--- src/design/stse_pkg.sv ---
// Package with the request item type, action and status codes of the sorted token set engine.
`timescale 1ns / 1ps

package stse_pkg;

   localparam logic [1:0] ACT_SEARCH = 2'd0;
   localparam logic [1:0] ACT_INSERT = 2'd1;
   localparam logic [1:0] ACT_REMOVE = 2'd2;
   localparam logic [1:0] ACT_MASK   = 2'd3;

   localparam logic [2:0] STAT_OK        = 3'd0;
   localparam logic [2:0] STAT_EXISTS    = 3'd1;
   localparam logic [2:0] STAT_NOT_FOUND = 3'd2;
   localparam logic [2:0] STAT_FULL      = 3'd3;
   localparam logic [2:0] STAT_NONE      = 3'd4;

   localparam int TOKEN_W = 32;
   localparam int LIB_W   = 4;
   localparam int COUNT_W = 6;

   typedef struct packed {
      logic [1:0]          action;
      logic [TOKEN_W-1:0]  token;
      logic [TOKEN_W-1:0]  mask;
      logic [TOKEN_W-1:0]  value;
   } req_item_type;

endpackage

--- src/design/sorted_token_set_engine.sv ---
// Top level of the sorted token set engine: configuration register, front end and back end.
// Search and mask-out read and evaluate every stored token in turn; insert and remove then
// shift the entries after the insert or remove position one by one. The back end takes
// one request at a time through its memory read and evaluate loop; the front queue holds
// two more requests.
// Reset clears the count and the queue; library enables reset to all ones.
`timescale 1ns / 1ps

module sorted_token_set_engine #(
   parameter int CAPACITY      = 32,
   parameter int LIBRARY_SHIFT = 24
) (
   input  logic        clock,
   input  logic        reset,
   input  logic        start,
   output logic        busy,
   input  logic [1:0]  req_action,
   input  logic [31:0] req_token_in,
   input  logic [31:0] req_match_mask,
   input  logic [31:0] req_match_value,
   output logic        rsp_strobe,
   output logic [2:0]  rsp_status,
   output logic [31:0] rsp_token_out,
   output logic [5:0]  rsp_entry_count,
   output logic        rsp_last,
   input  logic        psel,
   input  logic        penable,
   input  logic        pwrite,
   input  logic [2:0]  paddr,
   input  logic [31:0] pwdata,
   output logic [31:0] prdata,
   output logic        pready
);

   stse_pkg::req_item_type item;
   logic        item_valid;
   logic        item_pop;
   logic [15:0] lib_enable_ff;

   assign pready = 1'b1;
   assign prdata = (paddr[2] == 1'b0) ? {16'd0, lib_enable_ff} : 32'd0;

   always_ff @(posedge clock) begin
      if (reset) begin
         lib_enable_ff <= 16'hFFFF;
      end else if (psel && penable && pwrite && (paddr[2] == 1'b0)) begin
         lib_enable_ff <= pwdata[15:0];
      end
   end

   stse_front u_front (
      .clock           (clock),
      .reset           (reset),
      .start           (start),
      .busy            (busy),
      .req_action      (req_action),
      .req_token_in    (req_token_in),
      .req_match_mask  (req_match_mask),
      .req_match_value (req_match_value),
      .item            (item),
      .item_valid      (item_valid),
      .item_pop        (item_pop)
   );

   stse_back #(
      .CAPACITY      (CAPACITY),
      .LIBRARY_SHIFT (LIBRARY_SHIFT)
   ) u_back (
      .clock           (clock),
      .reset           (reset),
      .item            (item),
      .item_valid      (item_valid),
      .item_pop        (item_pop),
      .lib_enable      (lib_enable_ff),
      .rsp_strobe      (rsp_strobe),
      .rsp_status      (rsp_status),
      .rsp_token_out   (rsp_token_out),
      .rsp_entry_count (rsp_entry_count),
      .rsp_last        (rsp_last)
   );

endmodule

--- src/design/stse_front.sv ---
// Front end: accepts requests and holds them in a two-entry queue for the back end.
`timescale 1ns / 1ps

module stse_front (
   input  logic                   clock,
   input  logic                   reset,
   input  logic                   start,
   output logic                   busy,
   input  logic [1:0]             req_action,
   input  logic [31:0]            req_token_in,
   input  logic [31:0]            req_match_mask,
   input  logic [31:0]            req_match_value,
   output stse_pkg::req_item_type item,
   output logic                   item_valid,
   input  logic                   item_pop
);

   stse_pkg::req_item_type slot_ff [2];
   logic       rd_ptr_ff, rd_ptr_in;
   logic       wr_ptr_ff, wr_ptr_in;
   logic [1:0] fill_ff, fill_in;
   logic       push;
   logic       pop;

   assign busy       = (fill_ff == 2'd2);
   assign push       = start && !busy;
   assign item_valid = (fill_ff != 2'd0);
   assign pop        = item_pop && item_valid;
   assign item       = slot_ff[rd_ptr_ff];

   always_comb begin
      rd_ptr_in = pop  ? !rd_ptr_ff : rd_ptr_ff;
      wr_ptr_in = push ? !wr_ptr_ff : wr_ptr_ff;
      fill_in   = fill_ff;
      if (push && !pop) begin
         fill_in = fill_ff + 2'd1;
      end else if (pop && !push) begin
         fill_in = fill_ff - 2'd1;
      end
   end

   always_ff @(posedge clock) begin
      if (reset) begin
         rd_ptr_ff <= 1'b0;
         wr_ptr_ff <= 1'b0;
         fill_ff   <= 2'd0;
      end else begin
         rd_ptr_ff <= rd_ptr_in;
         wr_ptr_ff <= wr_ptr_in;
         fill_ff   <= fill_in;
      end
   end

   always_ff @(posedge clock) begin
      if (push) begin
         slot_ff[wr_ptr_ff] <= '{action: req_action, token: req_token_in,
                                 mask: req_match_mask, value: req_match_value};
      end
   end

`ifndef SYNTH
   a_fill_bound: assert property (@(posedge clock) disable iff (reset)
      fill_ff <= 2'd2) else $error("queue fill out of range");
   a_fill_track: assert property (@(posedge clock) disable iff (reset)
      push && !pop |=> fill_ff == $past(fill_ff) + 2'd1) else $error("queue push lost");
   a_ptr_gap: assert property (@(posedge clock) disable iff (reset)
      (fill_ff == 2'd1) |-> (rd_ptr_ff != wr_ptr_ff)) else $error("queue pointers disagree");
`endif

endmodule

--- src/design/stse_back.sv ---
// Back end: sorted token store and the sequencer that searches, inserts, removes and compacts.
`timescale 1ns / 1ps

module stse_back #(
   parameter int CAPACITY      = 32,
   parameter int LIBRARY_SHIFT = 24
) (
   input  logic                   clock,
   input  logic                   reset,
   input  stse_pkg::req_item_type item,
   input  logic                   item_valid,
   output logic                   item_pop,
   input  logic [15:0]            lib_enable,
   output logic                   rsp_strobe,
   output logic [2:0]             rsp_status,
   output logic [31:0]            rsp_token_out,
   output logic [5:0]             rsp_entry_count,
   output logic                   rsp_last
);

   localparam int AW = (CAPACITY > 1) ? $clog2(CAPACITY) : 1;
   localparam int CW = $clog2(CAPACITY + 1);

   typedef enum logic [7:0] {
      ST_IDLE  = 8'b0000_0001,
      ST_RD    = 8'b0000_0010,
      ST_EV    = 8'b0000_0100,
      ST_IS_RD = 8'b0000_1000,
      ST_IS_WR = 8'b0001_0000,
      ST_RS_RD = 8'b0010_0000,
      ST_RS_WR = 8'b0100_0000
   } state_type;

   logic [31:0] mem [CAPACITY];

   state_type              state_ff, state_in;
   stse_pkg::req_item_type op_ff, op_in;
   logic [CW-1:0]          idx_ff, idx_in;
   logic [CW-1:0]          wr_ff, wr_in;
   logic [CW-1:0]          pos_ff, pos_in;
   logic [CW-1:0]          count_ff, count_in;
   logic [31:0]            pend_ff, pend_in;
   logic                   pend_valid_ff, pend_valid_in;
   logic [31:0]            rdata_ff;
   logic                   rsp_strobe_ff;
   logic [2:0]             rsp_status_ff, rsp_status_in;
   logic [31:0]            rsp_token_ff, rsp_token_in;
   logic [5:0]             rsp_count_ff;
   logic                   rsp_last_ff, rsp_last_in;

   logic          emit;
   logic          mem_re;
   logic [AW-1:0] mem_raddr;
   logic          mem_we;
   logic [AW-1:0] mem_waddr;
   logic [31:0]   mem_wdata;
   logic [CW-1:0] idx_inc;
   logic [CW-1:0] idx_dec;
   logic          full;
   logic          keep;
   logic          enabled;

   assign idx_inc = idx_ff + CW'(1);
   assign idx_dec = idx_ff - CW'(1);
   assign full    = (count_ff >= CW'(CAPACITY));
   assign keep    = ((rdata_ff & op_ff.mask) != op_ff.value);
   assign enabled = lib_enable[rdata_ff[LIBRARY_SHIFT +: stse_pkg::LIB_W]];

   always_comb begin
      state_in      = state_ff;
      op_in         = op_ff;
      idx_in        = idx_ff;
      wr_in         = wr_ff;
      pos_in        = pos_ff;
      count_in      = count_ff;
      pend_in       = pend_ff;
      pend_valid_in = pend_valid_ff;
      item_pop      = 1'b0;
      emit          = 1'b0;
      rsp_status_in = stse_pkg::STAT_OK;
      rsp_token_in  = '0;
      rsp_last_in   = 1'b1;
      mem_re        = 1'b0;
      mem_raddr     = idx_ff[AW-1:0];
      mem_we        = 1'b0;
      mem_waddr     = idx_ff[AW-1:0];
      mem_wdata     = rdata_ff;
      case (state_ff)
         ST_IDLE: begin
            if (item_valid) begin
               item_pop      = 1'b1;
               op_in         = item;
               idx_in        = '0;
               wr_in         = '0;
               pend_valid_in = 1'b0;
               state_in      = ST_RD;
            end
         end
         ST_RD: begin
            if (idx_ff < count_ff) begin
               mem_re   = 1'b1;
               state_in = ST_EV;
            end else begin
               state_in = ST_IDLE;
               case (op_ff.action)
                  stse_pkg::ACT_SEARCH: begin
                     emit = 1'b1;
                     if (pend_valid_ff) begin
                        rsp_token_in = pend_ff;
                     end else begin
                        rsp_status_in = stse_pkg::STAT_NONE;
                     end
                  end
                  stse_pkg::ACT_INSERT: begin
                     if (full) begin
                        emit          = 1'b1;
                        rsp_status_in = stse_pkg::STAT_FULL;
                     end else begin
                        pos_in   = idx_ff;
                        state_in = ST_IS_RD;
                     end
                  end
                  stse_pkg::ACT_REMOVE: begin
                     emit          = 1'b1;
                     rsp_status_in = stse_pkg::STAT_NOT_FOUND;
                  end
                  default: begin
                     emit     = 1'b1;
                     count_in = wr_ff;
                  end
               endcase
            end
         end
         ST_EV: begin
            state_in = ST_RD;
            idx_in   = idx_inc;
            case (op_ff.action)
               stse_pkg::ACT_SEARCH: begin
                  if (enabled) begin
                     if (pend_valid_ff) begin
                        emit         = 1'b1;
                        rsp_token_in = pend_ff;
                        rsp_last_in  = 1'b0;
                     end
                     pend_in       = rdata_ff;
                     pend_valid_in = 1'b1;
                  end
               end
               stse_pkg::ACT_INSERT: begin
                  if (rdata_ff == op_ff.token) begin
                     emit          = 1'b1;
                     rsp_status_in = stse_pkg::STAT_EXISTS;
                     state_in      = ST_IDLE;
                  end else if (rdata_ff > op_ff.token) begin
                     if (full) begin
                        emit          = 1'b1;
                        rsp_status_in = stse_pkg::STAT_FULL;
                        state_in      = ST_IDLE;
                     end else begin
                        pos_in   = idx_ff;
                        idx_in   = count_ff;
                        state_in = ST_IS_RD;
                     end
                  end
               end
               stse_pkg::ACT_REMOVE: begin
                  if (rdata_ff == op_ff.token) begin
                     idx_in   = idx_ff;
                     state_in = ST_RS_RD;
                  end
               end
               default: begin
                  if (keep) begin
                     mem_we    = 1'b1;
                     mem_waddr = wr_ff[AW-1:0];
                     wr_in     = wr_ff + CW'(1);
                  end
               end
            endcase
         end
         ST_IS_RD: begin
            if (idx_ff > pos_ff) begin
               mem_re    = 1'b1;
               mem_raddr = idx_dec[AW-1:0];
               state_in  = ST_IS_WR;
            end else begin
               mem_we    = 1'b1;
               mem_waddr = pos_ff[AW-1:0];
               mem_wdata = op_ff.token;
               count_in  = count_ff + CW'(1);
               emit      = 1'b1;
               state_in  = ST_IDLE;
            end
         end
         ST_IS_WR: begin
            mem_we   = 1'b1;
            idx_in   = idx_dec;
            state_in = ST_IS_RD;
         end
         ST_RS_RD: begin
            if (idx_inc < count_ff) begin
               mem_re    = 1'b1;
               mem_raddr = idx_inc[AW-1:0];
               state_in  = ST_RS_WR;
            end else begin
               count_in = count_ff - CW'(1);
               emit     = 1'b1;
               state_in = ST_IDLE;
            end
         end
         ST_RS_WR: begin
            mem_we   = 1'b1;
            idx_in   = idx_inc;
            state_in = ST_RS_RD;
         end
         default: begin
            state_in = ST_IDLE;
         end
      endcase
   end

   always_ff @(posedge clock) begin
      if (reset) begin
         state_ff      <= ST_IDLE;
         count_ff      <= '0;
         pend_valid_ff <= 1'b0;
         rsp_strobe_ff <= 1'b0;
      end else begin
         state_ff      <= state_in;
         count_ff      <= count_in;
         pend_valid_ff <= pend_valid_in;
         rsp_strobe_ff <= emit;
      end
   end

   always_ff @(posedge clock) begin
      op_ff  <= op_in;
      idx_ff <= idx_in;
      wr_ff  <= wr_in;
      pos_ff <= pos_in;
      pend_ff <= pend_in;
      if (emit) begin
         rsp_status_ff <= rsp_status_in;
         rsp_token_ff  <= rsp_token_in;
         rsp_count_ff  <= 6'(count_in);
         rsp_last_ff   <= rsp_last_in;
      end
   end

   always_ff @(posedge clock) begin
      if (mem_we) begin
         mem[mem_waddr] <= mem_wdata;
      end
      if (mem_re) begin
         rdata_ff <= mem[mem_raddr];
      end
   end

   assign rsp_strobe      = rsp_strobe_ff;
   assign rsp_status      = rsp_status_ff;
   assign rsp_token_out   = rsp_token_ff;
   assign rsp_entry_count = rsp_count_ff;
   assign rsp_last        = rsp_last_ff;

`ifndef SYNTH
   a_count_bound: assert property (@(posedge clock) disable iff (reset)
      count_ff <= CW'(CAPACITY)) else $error("stored count exceeds capacity");
   a_strobe_src: assert property (@(posedge clock) disable iff (reset)
      rsp_strobe |-> $past(state_ff != ST_IDLE)) else $error("result without a request");
   a_token_zero: assert property (@(posedge clock) disable iff (reset)
      rsp_strobe && (rsp_status != stse_pkg::STAT_OK) |-> rsp_token_out == '0)
      else $error("error result carries a token");
   a_pop_idle: assert property (@(posedge clock) disable iff (reset)
      item_pop |-> state_ff == ST_IDLE) else $error("request taken while busy");
`endif

endmodule

--- config.mk ---
export PLATFORM = sky130hd
export DESIGN_NAME = sorted_token_set_engine
export DESIGN_NICKNAME = d
export VERILOG_FILES = /design/src/design/stse_pkg.sv /design/src/design/sorted_token_set_engine.sv /design/src/design/stse_front.sv /design/src/design/stse_back.sv
export SDC_FILE = /design/constraint.sdc
export NUM_CORES = 2
export LEC_CHECK = 0
export BUFFER_PORTS_ARGS = -buffer_cell sky130_fd_sc_hd__buf_4
export CAP_MARGIN = 20
export CORE_MARGIN = 4
export CORE_UTILIZATION = 35
export DETAILED_ROUTE_END_ITERATION = 8
export PLACE_DENSITY = 0.49
export SLEW_MARGIN = 40
export SYNTH_ARGS = -nofsm -noshare
export SYNTH_HDL_FRONTEND = slang
export SYNTH_SLANG_ARGS = --single-unit
--- constraint.sdc ---
create_clock -name clock -period 8.6 [get_ports clock]
set_input_delay 1.72 -clock clock [delete_from_list [all_inputs] [get_ports clock]]
set_output_delay 1.72 -clock clock [all_outputs]
set_load 0.03 [all_outputs]
Yosys cells after proc, flatten, opt, wreduce, memory -nomap -nowiden
Memories as Yosys holds them, arrays and structs flattened. A register that Yosys moved wholly into a read port is not among the register bits.
Index checks and enable logic that the tools add are counted.
{"block": "word_totals", "memories": 2, "elab_cells": 172, "output_inout_bits": 77, "ram_bits": 1220, "input_bits": 139, "reg_bits": 128}
{"name": "u_back.mem", "depth": 32, "width": 32, "read_ports": 1, "rd_clocked_by_memory_dff": 1, "wr": 1, "line_no": "stse_back.sv:34", "text": "logic [31:0] mem [CAPACITY];"}
{"name": "u_front.slot_ff", "depth": 2, "width": 98, "read_ports": 1, "rd_clocked_by_memory_dff": 1, "wr": 1, "line_no": "stse_front.sv:18", "text": "stse_pkg::req_item_type slot_ff [2];"}
{"block": "op_classes", "bitwise_logic": 2, "eq_ne": 23, "add_sub_neg": 7, "n_mux": 90, "order_cmp": 6, "reduce_logical": 26}
{"cell": "2-to-1 mux 32 bit", "count": 7}
{"cell": "2-to-1 mux 6 bit", "count": 18}
{"cell": "case mux 32 bit (2 select lines)", "count": 1}
{"cell": "case mux 8 bit (7 select lines)", "count": 1}
{"cell": "2-to-1 mux 8 bit", "count": 5}
{"cell": "case mux 6 bit (2 select lines)", "count": 3}
{"cell": "AND 32 bit", "count": 1}
{"cell": "== test 32 bit", "count": 1}
{"cell": "greater-than comparator 32 bit", "count": 1}
{"cell": "!= test 32 bit", "count": 1}
{"cell": "2-to-1 mux 5 bit", "count": 6}
{"cell": "2-to-1 mux 1 bit", "count": 25}
{"cell": "case mux 6 bit (4 select lines)", "count": 1}
{"cell": "case mux 5 bit (2 select lines)", "count": 2}
{"cell": "adder 6 x 1 -> 6 bit, second input constant", "count": 3}
{"cell": "case mux 6 bit (3 select lines)", "count": 1}
{"cell": "2-to-1 mux 16 bit", "count": 1}
{"cell": "case mux 8 bit (2 select lines)", "count": 1}
{"cell": "2-to-1 mux 3 bit", "count": 5}
{"cell": "< comparator 6 bit", "count": 2}
{"cell": "!= test 2 x 1 -> 1 bit, second input constant", "count": 6}
{"cell": "subtractor 6 x 1 -> 6 bit, second input constant", "count": 2}
{"cell": "case mux 3 bit (3 select lines)", "count": 1}
{"cell": "== test 8 x 1 -> 1 bit, second input constant", "count": 1}
{"cell": "35 further kinds", "count": 58}

Longest topological paths before layout
{"block": "depth", "word_depth": 7, "ltp_mapped": 17, "depth_no_buf": 14}

Modules after synthesis
A second synthesis with hierarchy kept.
{"block": "unflattened", "hier_cells": 3757, "area_unflattened_um2": 59393.2}
{"module": "stse_back", "area_per_inst_um2": 51121.5, "cells_each": 3321, "instances": 1, "seq_area_each_um2": 37716.2}
{"module": "stse_front", "area_per_inst_um2": 7364.6, "cells_each": 330, "instances": 1, "seq_area_each_um2": 5985.7}
{"module": "sorted_token_set_engine", "area_per_inst_um2": 907.1, "cells_each": 106, "instances": 1, "seq_area_each_um2": 320.3}

Worst setup path after synthesis
OpenSTA, ideal clock, no wires.
{"block": "synth_path", "kind": "reg2reg", "start": "register u_back.state_ff[6]", "end": "register u_front.fill_ff[1]", "synth_period_minus_slack_ns": 6.649, "setup_ns": 0.070, "slack_ns": 1.951, "t_required_ns": 8.530, "path_stages_with_launch": 10, "t_arrival_ns": 6.579, "path_buffers": 0, "path_cell_list": "dfxtp_1 -> nor3_2 -> nor3b_1 -> nand3b_1 -> nor2_1 -> inv_1 -> ha_1 -> xor2_1 -> or3_1 -> a21oi_1"}
{"block": "synth_between", "elab_chain_cells": 6, "elab_cells_between_ends": 8, "cone_classes": "1 x eq/ne; 2 x mux; 5 x reduce/logical"}
{"element": "start, declared", "line_no": "stse_back.sv:36", "text": "state_type state_ff, state_in;"}
{"element": "start signal, assigned", "line_no": "stse_back.sv:229", "text": "state_ff <= state_in;"}
{"element": "== test 8 x 1 -> 1 bit *", "line_no": "stse_back.sv:88", "text": "case (state_ff)"}
{"element": "2-to-1 mux 1 bit *", "line_no": "stse_back.sv:88"}
{"element": "named net item_pop", "line_no": "sorted_token_set_engine.sv:37", "text": "logic item_pop;"}
{"element": "logical AND 1 bit *", "line_no": "stse_front.sv:28", "text": "assign pop = item_pop && item_valid;"}
{"element": "logical NOT 1 bit", "line_no": "stse_front.sv:35", "text": "if (push && !pop) begin"}
{"element": "logical AND 1 bit", "line_no": "stse_front.sv:35"}
{"element": "2-to-1 mux 2 bit / nonzero test 2 bit (equally long branches)"}
{"element": "end signal, assigned", "line_no": "stse_front.sv:50", "text": "fill_ff <= fill_in;"}
{"element": "end, declared", "line_no": "stse_front.sv:21", "text": "logic [1:0] fill_ff, fill_in;"}
Mark *: on every way through the listed nets, which the timed path passes. The rest lies on a longest branch.
A chain may end at the register's enable or synchronous reset.

Final worst setup path
{"block": "layout_path", "start": "register u_back.rdata_ff[28] (read register of u_back.mem)", "end": "memory u_back.mem[12][17] (enable)"}
{"block": "layout_between", "elab_chain_cells": 7, "elab_cells_between_ends": 10, "cone_classes": "1 x eq/ne; 8 x mux; 1 x bitwise"}
{"element": "start, declared", "line_no": "stse_back.sv:44", "text": "logic [31:0] rdata_ff;"}
{"element": "AND 32 bit *", "line_no": "stse_back.sv:66", "text": "assign keep = ((rdata_ff & op_ff.mask) != op_ff.value);"}
{"element": "!= test 32 bit *", "line_no": "stse_back.sv:66"}
{"element": "2-to-1 mux 1 bit", "line_no": "stse_back.sv:173", "text": "if (keep) begin"}
{"element": "2-to-1 mux 1 bit", "line_no": "stse_back.sv:137", "text": "case (op_ff.action)"}
{"element": "case mux 1 bit (3 select lines)", "line_no": "stse_back.sv:88"}
{"element": "2-to-1 mux 1 bit", "line_no": "stse_back.sv:251", "text": "if (mem_we) begin"}
{"element": "2-to-1 mux 1 bit (not written as such)", "line_no": "stse_back.sv:252", "text": "mem[mem_waddr] <= mem_wdata;"}
{"element": "end, declared", "line_no": "stse_back.sv:34"}
Mark *: on every way between the ends. The rest lies on a longest branch, timed or not.

==> results.md <==
- Drt pass-1 iters: 6
- CP arrival: 5.80 ns
- Worst reg2reg endpoint: u_back.mem[12][17]$_DFFE_PP_
- Synth Cell Area: 58,290 um^2
- Slew headroom: 0.4041
- DRC: 0
- Multi-input gate area: 13,570 um^2
- Top cells by area, synth: edfxtp_1, mux4_2, mux2_2
- Num ports: 216
- Status: finished, final reports clean
- Peak supply drop: 0.0002782 V
- Worst setup EP type: flip-flop
- Post-Layout Cell Count: 5,446
- Horiz. Die Dim: 416.1 um
- Via count: 28.21k
- FFs w/ async S/R, synth: 0
- Vias in the first global route: 29.67k
- Clk Latency, worst-skew pair: 0.78 ns
- Fraction of layout cells with a size suffix above 1: 0.2859
- WHS Endpoint: lib_enable_ff[13]$_SDFFE_PP1P_
- Std-Cell Rows: 149
- Total Die Area: 173,100 um^2
- Core footprint: 165,200 um^2
- Yosys top cell area share: 0.7428
- Post-DR vias/cell: 5.180
- GRT Residual Overflow: 0
- Seq/Total Area, Yosys: 0.7548
- Setup TNS: 0 ns
- Clk root buf: clkbuf_16
- Count leader, synth: edfxtp_1
- Hold Path Stages: 2
- Clk sinks: 1,477
- Worst EP required: 9.04 ns
- Port bufs: 180
- Filler cell count: 14.62k
- # resized after CTS: 0
- RSZ-0062 raised after global routing: no
- Yosys warns: 0
- Hold Startpoint: lib_enable_ff[13]$_SDFFE_PP1P_
- Clock-pin slew on the worst setup and hold paths: 0.06 ns
- # hold bufs at CTS: 0
- Tcrit/Tclk final: 0.6238
- Slew Limit Fails: 0
- Synth Flop Type: edfxtp_1
- Mean Syn Cell Area: 20.58 um^2
- Post-layout nets: 3,330
- Yosys reg bits: 1,477
- Die H: 416.1 um
- Final HPWL DP: 88,040 um
- Hold Vio Cnt, Final: 0
- Met1 GRT Util: 0.2242
- Initial antenna violation count: 8
- Min Clock Period, post-route: 5.364 ns
- Cell count of the worst reg-to-reg path: 11
- Post-synth EDFFs: 1,442
- Pwr Density: 294.5 nW/um^2
- Worst-margin pin slew: 0.8939 ns
- CTS HTree Levels: 4
- Met2 GRT Util: 0.2837
- Met3 usage in global routing: 0.03337
- Initial drt markers: 2,311
- Synth unique cells: 88
- Largest net degree at the start of global routing: 118
- Crit-path max FO: 18
- Register Area: 44,010 um^2
- CP Class: flip-flop to flip-flop
- CTS tree: yes
- Global Route Usage Sum: 0.1695
- Placed Cells: 5,155
- Fmax: 186.4 MHz
- CTS Buf Count: 155
- CTS max path bufs: 3
- Placer Congestion: 0.8418
- Post-CTS Setup Inserts: 0
- Post-route ant nets: 0
- Final Skew: 0.02287 ns
- Initial core utilization: 0.3529
- Post-Syn Instances: 2,833
- Flop2flop setup slack: 3.24 ns
- Post-synth top cells: edfxtp_1, mux4_2, mux2_2
- Top Usage Layer GRT: met2
- Worst reg2reg path startpoint: u_back.rdata_ff[28]$_DFFE_PP_
- First-pass GRT wire length: 212,700 um
- CP startpoint kind: flip-flop
- Area leader, netlist: edfxtp_1
- WL final: 147,500 um
- P&R area growth vs syn: 15.94%
- Min-Delay Path Class: flip-flop to flip-flop
- Final setup viols: 0
- Wire length per cell: 27.09 um
- Max_cap viols: 0
- Leakage: 21.92 nW
critical path, cell delays in order (launching register included):
cell and delay (ns):
edfxtp_1 0.61, nand2_1 0.29, xor2_1 0.20, nand4_1 0.25, nor4_1 0.72, a211oi_2 0.31, o21ai_2 0.38, a222oi_1 0.23
buf_2 0.24, or3b_2 0.60, nor2_4 0.67, buf_4 0.48
per-layer routing:
| metal | share of wire | up-vias |
|---|---|---|
| met2 | 0.49 | 883 |
| met3 | 0.052 | 234 |
| met5 | 0.00026 | - |
| met1 | 0.43 | 14901 |
| li1 | - | 12184 |
| met4 | 0.029 | 6 |
sequential cells by signal, indices dropped and copies added, names as in the netlist, 7 cells and up:
signal,cells
u_back.state_ff,7
u_back.rsp_token_out,32
u_front.slot_ff,196
u_back.mem,1024
lib_enable_ff,16
u_back.pend_ff,32
u_back.rdata_ff,32
u_back.op_ff,98
worst max path at each step:
stage	startpoint	endpoint	slack, ns	cells past startpoint
6_report	u_back.rdata_ff[28]$_DFFE_PP_	u_back.mem[12][17]$_DFFE_PP_	3.24	11
5_1_grt	u_back.rdata_ff[28]$_DFFE_PP_	u_back.mem[14][0]$_DFFE_PP_	2.90	11
4_1_cts	u_back.rdata_ff[28]$_DFFE_PP_	u_back.mem[21][22]$_DFFE_PP_	2.83	9
3_5_place_dp	u_back.rdata_ff[28]$_DFFE_PP_	u_back.mem[21][18]$_DFFE_PP_	2.86	9
3_3_place_gp	u_back.idx_ff[2]$_DFFE_PP_	u_back.mem[22][18]$_DFFE_PP_	2.90	11
2_1_floorplan	u_back.state_ff[6]$_SDFFE_PP0P_	u_front.fill_ff[1]$_SDFFE_PP0P_	1.95	9
through the flow:
step | utilization | cell area, um^2 | power (W) | hold slack, ns | setup slack, ns
final | 0.4092 | 67590 | 0.01991 | 0.4921 | 3.236
after global routing | 0.4092 | 67580 | 0.02083 | 0.5138 | 2.905
after CTS | 0.4078 | 67350 | 0.02016 | 0.4913 | 2.826
after detailed placement | 0.3791 | 62610 | 0.01381 | 0.4795 | 2.858
after global placement | 0.3780 | 62440 | 0.01373 | 0.4628 | 2.901
after floorplan | - | 58350 | 0.01243 | 0.4464 | 1.951
where the power goes:
group          internal (W)  total, W  leakage (nW)  switching (W)
clock               0.00354   0.00629          2.32        0.00275
sequential          0.00854   0.00890          13.3       0.000360
combinational       0.00211   0.00472          6.28        0.00261
total                0.0142    0.0199          21.9        0.00571
final cells by class:
type,count,area share
timing repair buffer,267,0.03438
inverter,56,0.003110
sequential,1477,0.6511
tap,2189,0.04052
clock inverter,90,0.01009
clock buffer,191,0.06002
antenna,1,0.00003702
multi-input combinational,1175,0.2007
logic make-up after synthesis:
group / after synthesis / share of synthesized area
AO/OA/AOI/OAI: 190 / 0.02593
XOR/XNOR: 51 / 0.007984
adder cells (fa/ha/maj): 59 / 0.01266
buffers and inverters: 196 / 0.01904
flip-flops: 1477 / 0.7548
multiplexers: 517 / 0.1481
other: 2 / 0.0001288
AND/OR/NAND/NOR: 341 / 0.03129
cells in the final DEF, fill, tap and decap left out, types with 18 or more instances in the layout:
| cell type | instances |
|---|---|
| edfxtp_1 | 1442 |
| mux4_2 | 252 |
| buf_4 | 243 |
| clkbuf_16 | 157 |
| mux2_2 | 129 |
| mux2i_1 | 127 |
| nand2_1 | 88 |
| ha_1 | 59 |
| inv_1 | 56 |
| xor2_1 | 39 |
| clkinv_1 | 37 |
| and2_1 | 35 |
| clkbuf_1 | 34 |
| dfxtp_1 | 34 |
| o22a_1 | 31 |
| o221ai_1 | 30 |
| clkinv_2 | 29 |
| nor2_1 | 28 |
| nand3b_1 | 24 |
| a21oi_1 | 23 |
| nor2_4 | 22 |
| nor2b_1 | 22 |
| o21ai_0 | 18 |
| nand4_1 | 18 |
(Power assumes the default switching activity.)
